`config.mk`:
```
export PLATFORM = sky130hd
export DESIGN_NAME = rsi_out
export DESIGN_NICKNAME = d
export VERILOG_FILES = /design/src/sv/rsi_pkg.sv /design/src/sv/rsi_out.sv
export VERILOG_INCLUDE_DIRS = /design/src /design/src/sv
export SDC_FILE = /design/constraint.sdc
export NUM_CORES = 1
export LEC_CHECK = 0
export BUFFER_PORTS_ARGS = -buffer_cell sky130_fd_sc_hd__buf_2
export CAP_MARGIN = 20
export CORE_MARGIN = 2
export CORE_UTILIZATION = 50
export CTS_BUF_LIST = sky130_fd_sc_hd__clkbuf_2 sky130_fd_sc_hd__clkbuf_4 sky130_fd_sc_hd__clkbuf_8
export DETAILED_ROUTE_END_ITERATION = 7
export PLACE_DENSITY = 0.86
export SYNTH_ARGS = -nofsm -noshare
export SYNTH_HDL_FRONTEND = slang
export SYNTH_SLANG_ARGS = --single-unit
```
`constraint.sdc`:
```
create_clock -name clk -period 6.44 [get_ports clk]
set_clock_uncertainty 0.2 [all_clocks]
set_input_delay 1.288 -clock clk [delete_from_list [all_inputs] [get_ports clk]]
set_output_delay 1.288 -clock clk [all_outputs]
set_load 0.02 [all_outputs]
```
`src/sv/ray_sphere_intersect_assert.svh`:
```
// Assertion macros shared by the ray / sphere intersection modules.
`ifndef RAY_SPHERE_INTERSECT_ASSERT_SVH
`define RAY_SPHERE_INTERSECT_ASSERT_SVH

`ifndef SYNTHESIS

// Checked on every rising edge of clk once reset is released.
`define RSI_ASSERT(lbl, prop) \
  lbl: assert property (@(posedge clk) disable iff (!rst_n) prop) \
    else $error("ray sphere intersect: assertion failed");

// Checked on every rising edge of clk, reset included.
`define RSI_ASSERT_RST(lbl, prop) \
  lbl: assert property (@(posedge clk) prop) \
    else $error("ray sphere intersect: reset assertion failed");

`else

`define RSI_ASSERT(lbl, prop)
`define RSI_ASSERT_RST(lbl, prop)

`endif

`endif

```
`src/sv/rsi_pkg.sv`:
```
// Types, widths and register codes of the ray / sphere intersection block.
package rsi_pkg;

  // Field widths of the ports.
  localparam int COORD_W = 32;
  localparam int DIR_W   = 16;
  localparam int R_W     = 31;
  localparam int DIST_W  = 31;

  // Configuration port.
  localparam int ADDR_W  = 4;
  localparam int DATA_W  = 32;
  localparam int IDX_W   = 2;

  // Intermediate widths, each just wide enough for its value range.
  localparam int M_W     = COORD_W + 1;       // origin - centre
  localparam int PMD_W   = M_W + DIR_W;       // m * dir
  localparam int MSQ_W   = 2 * COORD_W + 1;   // |m|^2, at most 2^64
  localparam int RSQ_W   = 2 * R_W;           // r^2
  localparam int SXY_W   = MSQ_W + 1;         // |mx|^2 + |my|^2
  localparam int SZR_W   = MSQ_W + 1;         // |mz|^2 - r^2, signed
  localparam int C_W     = MSQ_W + 2;         // m.m - r^2, signed
  localparam int B_W     = PMD_W + 1;         // m.dir, signed
  localparam int BMAG_W  = B_W - 1;           // |b|
  localparam int BL_W    = (BMAG_W + 1) / 2;  // low half of |b|
  localparam int BH_W    = BMAG_W - BL_W;     // high half of |b|
  localparam int BSQ_W   = 2 * BMAG_W;        // b^2
  localparam int CSHIFT  = 28;                // Q.32 to Q.60
  localparam int RAD_W   = BSQ_W + 2;         // discriminant, signed
  localparam int ROOT_W  = RAD_W / 2;         // square root bits
  localparam int REM_W   = ROOT_W + 2;        // partial remainder
  localparam int T_W     = B_W + 2;           // -b - s, signed
  localparam int TSHIFT  = 14;                // Q.30 to Q.16

  // Register reset values.
  localparam logic [COORD_W-1:0] CENTER_RESET = '0;
  localparam logic [R_W-1:0]     RADIUS_RESET = R_W'(1310720);

  // Register indexes on the configuration port.
  localparam logic [IDX_W-1:0] REG_CENTER_X = 2'd0;
  localparam logic [IDX_W-1:0] REG_CENTER_Y = 2'd1;
  localparam logic [IDX_W-1:0] REG_CENTER_Z = 2'd2;
  localparam logic [IDX_W-1:0] REG_RADIUS   = 2'd3;

  // One ray request.
  typedef struct packed {
    logic signed [COORD_W-1:0] origin_x;
    logic signed [COORD_W-1:0] origin_y;
    logic signed [COORD_W-1:0] origin_z;
    logic signed [DIR_W-1:0]   dir_x;
    logic signed [DIR_W-1:0]   dir_y;
    logic signed [DIR_W-1:0]   dir_z;
  } rsi_in_t;

  // One intersection result.
  typedef struct packed {
    logic              hit;
    logic [DIST_W-1:0] entry_distance;
  } rsi_out_t;

  // Data handed from one square root cell to the next.
  typedef struct packed {
    logic                  valid;
    logic                  hit;
    logic signed [B_W-1:0] b;
    logic [RAD_W-1:0]      rad;
    logic [REM_W-1:0]      rem;
    logic [ROOT_W-1:0]     root;
  } rsi_cell_t;

endpackage

```
`src/sv/rsi_out.sv`:
```
// Entry distance, output register and skid register of the result channel.
`include "ray_sphere_intersect_assert.svh"

module rsi_out import rsi_pkg::*; (
  input  logic      clk,
  input  logic      rst_n,
  input  rsi_cell_t tail,
  input  logic      out_stall,
  output logic      en,
  output logic      out_valid,
  output rsi_out_t  out_payload
);

  logic signed [T_W-1:0]     t30;
  logic [T_W-TSHIFT-1:0]     t16;
  rsi_out_t                  res;
  logic                      out_take;
  logic                      out_v_r, out_v_nxt;
  logic                      skid_v_r, skid_v_nxt;
  rsi_out_t                  out_pl_r, out_pl_nxt;
  rsi_out_t                  skid_pl_r, skid_pl_nxt;

  // t = -b - sqrt(discr) in Q.30, clamped at zero and saturated in Q15.16.
  always_comb begin
    t30 = -T_W'(tail.b) - $signed(T_W'(tail.root));
    t16 = t30[T_W-1] ? '0 : t30[T_W-1:TSHIFT];
    res.hit = tail.hit;
    if (!tail.hit) begin
      res.entry_distance = '0;
    end else if (t16[T_W-TSHIFT-1:DIST_W] != '0) begin
      res.entry_distance = '1;
    end else begin
      res.entry_distance = t16[DIST_W-1:0];
    end
  end

  // The pipeline moves whenever the skid register is free.
  assign en       = !skid_v_r;
  assign out_take = out_v_r && !out_stall;

  // Output register with a one-entry skid behind it.
  always_comb begin
    out_v_nxt   = out_v_r;
    out_pl_nxt  = out_pl_r;
    skid_v_nxt  = skid_v_r;
    skid_pl_nxt = skid_pl_r;
    if (skid_v_r) begin
      if (out_take) begin
        out_pl_nxt = skid_pl_r;
        skid_v_nxt = 1'b0;
      end
    end else if (tail.valid) begin
      if (out_v_r && !out_take) begin
        skid_pl_nxt = res;
        skid_v_nxt  = 1'b1;
      end else begin
        out_pl_nxt = res;
        out_v_nxt  = 1'b1;
      end
    end else if (out_take) begin
      out_v_nxt = 1'b0;
    end
  end

  always_ff @(posedge clk) begin
    if (!rst_n) begin
      out_v_r  <= 1'b0;
      skid_v_r <= 1'b0;
    end else begin
      out_v_r  <= out_v_nxt;
      skid_v_r <= skid_v_nxt;
    end
  end

  always_ff @(posedge clk) begin
    out_pl_r  <= out_pl_nxt;
    skid_pl_r <= skid_pl_nxt;
  end

  assign out_valid   = out_v_r;
  assign out_payload = out_pl_r;

  // The skid register only fills behind a waiting result.
  `RSI_ASSERT(a_skid_behind_out, skid_v_r |-> out_v_r)
  // A miss never carries a distance.
  `RSI_ASSERT(a_miss_zero, out_v_r && !out_pl_r.hit |-> out_pl_r.entry_distance == '0)
  // Reset empties both result registers.
  `RSI_ASSERT_RST(a_reset_empty, !rst_n |=> !out_v_r && !skid_v_r)

endmodule

```
==> impl_results.md <==
- Yosys top cell area share: between 20% and 30%
- Synth Register Bits: 66
- Reg2reg end: skid_pl_r[9]
- Post-Synthesis Cells: 780
- First-pass GRT wire length: between 20 and 30 mm
- Delay-heaviest family, CP: compound AO/OA/AOI/OAI gates
- Die ar.: roughly 14000 µm²
- Worst path max stage delay: ~0.64 ns
- Top-count cell post-synth: inv_1
- Critical path class: input pin to flip-flop
- Layout cells sized above 1: a little under a fifth
- Clock tree buffer depth: 2
- Top_reg_cell synth: edfxtp_1
- Sequential power share: 36.8%
- Crit Path Max Fanout: between 60 and 70
- Resize count post-CTS: 0
- Synth area leaders: edfxtp_1, ha_1, a21oi_1
- Pleak: ~3.6 nW
- Post-Place Cells: 1058
- Netlist cell types: 56
- Worst hold stages: 2
- Initial antenna violation count: 0
- Initial core utilization: around 50%
- Drt total wl: 14.93 mm
- Worst-path clk slew: approximately 0.060 ns
- Via count: 6073
- Crit start category: input pin
- Number of buffers added on ports: roughly 140
- 1st-pass router iterations: 5
- Peak VDD IR: a little under 0.0001 V
- Clk_lat worst skew: ~0.34 ns
- Htree depth: 3
- Max-Cap Viols: 0
- Post-Syn Nets: between 1000 and 1500
- Critical Path RT: roughly 6.3 ns
- Synth Warn #: 0
- WHS: between 0.3 and 0.4 ns
- Setup TNS Final: 0 ns
- Initial DRC count: ~430
- Commonest cells post-synth: inv_1, ha_1, a21oi_1
- WL/cell: approximately 14 µm
- Clk root buf: clkbuf_8
- Placed standard-cell area: around 7400 µm²
- Core Area: 13090 µm²
- FP Rows: 42
- Stages on the worst setup path: 14
- Slew @ Worst Pin: roughly 0.93 ns
- Setup-failing EPs final: 0
- Worst reg-to-reg path cell count: 4
- Switch share: between 30% and 40%
- Largest net degree at the start of global routing: 63
- Power density over the cells: about 190 nW/µm²
- Syn-to-layout area delta: 14.43%
- Reg-to-reg startpoint: skid_v_r
- RSZ-0062 raised after global routing: no
- Cell area after layout: 7569 µm²
- DRC Markers: 0
- Comb pwr share: ~44%
- Final worst-path cycle share: 81.15%
- WHS Endpoint: out_valid
- Yosys top cell by area: edfxtp_1
- Final ANT Viol Nets: 0
- Final hold vios: 0
- Hold-fix buffer count after cts: 0
- Nets: roughly 1200
- Congestion Overflow GR: 0
- Rel. slew slack: a little under two fifths
- Crit. End Element: flip-flop
- Power share of the clock group: roughly a fifth
- Postcts setup bufs: 0
- Worst hold start: out_valid
- TritonCTS clock tree: built
- Vias in the first global route: between 5000 and 6000
- GPL Wtd Cong: 0.9298
- Die width: between 100 and 150 µm
- Buf/Inv on CP: 3
- Critical Path, Cell by Cell: buf_2, inv_1, ha_1, ha_1, a21oi_1, nand2_1, a221oi_1, o211ai_1, a21oi_1, o211ai_1, xor2_1, nor4_4, buf_4, a311oi_1
- Async SR Flop Fraction: 0%
- Psw: 0.5345 mW
- Filler Cell Count: between 1000 and 1500
- Mapped Area: roughly 6600 µm²
- Reg2reg setup slack: approximately 4.0 ns
- Cts bufs inserted: 9
- Syn_area_per_cell: about 8.5 µm²
- Die height: between 100 and 150 µm
- Status: complete, no violations
- CP max stage cell: a21oi_1
- Gr usage total: between 20% and 30%
- IO Count: slightly below 300
- Clk sinks: 66
- Maximum achievable frequency: approximately 190 MHz
- Ant diodes: 0
- Worst EP arrival: approximately 5 ns
- Final Slew Violations: 0
- Finished Layout Cells: about 1100
- Hold Path Class: flip-flop to flip-flop
- Int Power: a little under 0.9 mW
- Vias per cell: between 5 and 6
- Tot Pwr: around 1.4 mW
- HPWL Detailed: 11.89 mm
- Post-layout min period: approximately 5.2 ns
- Share of the yosys chip area belonging to registers: approximately 30%
- Number of flops mapped to enable cells by yosys: 64
-- kinds of logic after synthesis --
group | after synthesis | synth area share (%)
adder cells (fa/ha/maj) | 98 | 18.54
AO/OA/AOI/OAI | 265 | 26.07
AND/OR/NAND/NOR | 167 | 12.37
buffers and inverters | 149 | 8.646
multiplexers | 3 | 0.4729
XOR/XNOR | 32 | 4.238
flip-flops | 66 | 29.66
-- routing by layer --
metal | routed length (µm) | track usage [%] | vias up
met1 | 7167 | 30.88 | 2754
met3 | 945 | 2.921 | 19
li1 | - | - | 3074
met4 | 193 | 6.696 | 0
met5 | 0 | 0 | -
met2 | 6626 | 33.19 | 226
-- worst min-delay path, cell delays in order (launching register included) --
cell,delay [ns]
dfxtp_1,0.35
o21ai_0,0.08
a21boi_0,0.08
-- how the worst max path moves through the flow --
stage / startpoint / to / slack (ns)
after floorplan: tail[13] / out_payload[30] / 1.80
after global placement: tail[14] / out_payload[19] / 0.96
after detailed placement: tail[14] / out_payload[6] / 0.95
after CTS: tail[14] / out_payload[19] / 1.31
after global routing: tail[14] / out_payload[29] / 0.97
final: tail[14] / out_payload[29] / 1.21
-- placed cells by master (no fill, tap or decap), types with 5 or more instances in the layout --
master    Yosys  layout
a21oi_1      89      89
o31ai_1       7       7
nand2_1      56      56
nor2_1       39      38
buf_2        10     138
inv_1       107     107
a211oi_1      5       5
xnor2_1      18      18
o211ai_1      7       7
and4_1        5       5
buf_4         0       5
nand3_1      13      13
o21bai_1     28      28
a31oi_1      29      28
edfxtp_1     64      64
nand4_1      19      19
nor3_1       10      10
ha_1         98      98
xor2_1       14      14
o21a_1        7       7
a21o_1       20      20
clkbuf_8      0       9
a311oi_1     13      12
o21ai_0      33      33
-- state kept, by name, summed over array words and instances (netlist names) --
name,flops
skid_v_r,1
out_valid,1
skid_pl_r,32
out_payload,32
-- power groups by stage --
stage	Clock, mW	Sequential (mW)	Combinational [mW]
floorplan	0	0.561	0.407
global placement	0	0.528	0.596
detailed placement	0	0.529	0.604
CTS	0.282	0.520	0.609
global route	0.301	0.522	0.687
finish	0.277	0.520	0.616
-- layout make-up --
| cell class | count | area (µm²) | area share (%) |
|---|---|---|---|
| clock buffer | 10 | 131.4 | 1.736 |
| clock inverter | 5 | 22.52 | 0.2976 |
| multi-input combinational | 565 | 4099 | 54.16 |
| timing repair buffer | 143 | 728.2 | 9.621 |
| inverter | 108 | 405.4 | 5.356 |
| sequential | 66 | 1962 | 25.92 |
| tap | 176 | 220.2 | 2.910 |
-- metrics by stage --
stage | util (%) | setup slack, ns
CTS | 57.84 | 1.306
finish | 57.84 | 1.214
detailed placement | 56.66 | 0.9525
global route | 57.84 | 0.9709
global placement | 56.66 | 0.9580
floorplan | - | 1.804
No activity file was read; power rests on OpenSTA's default activity.
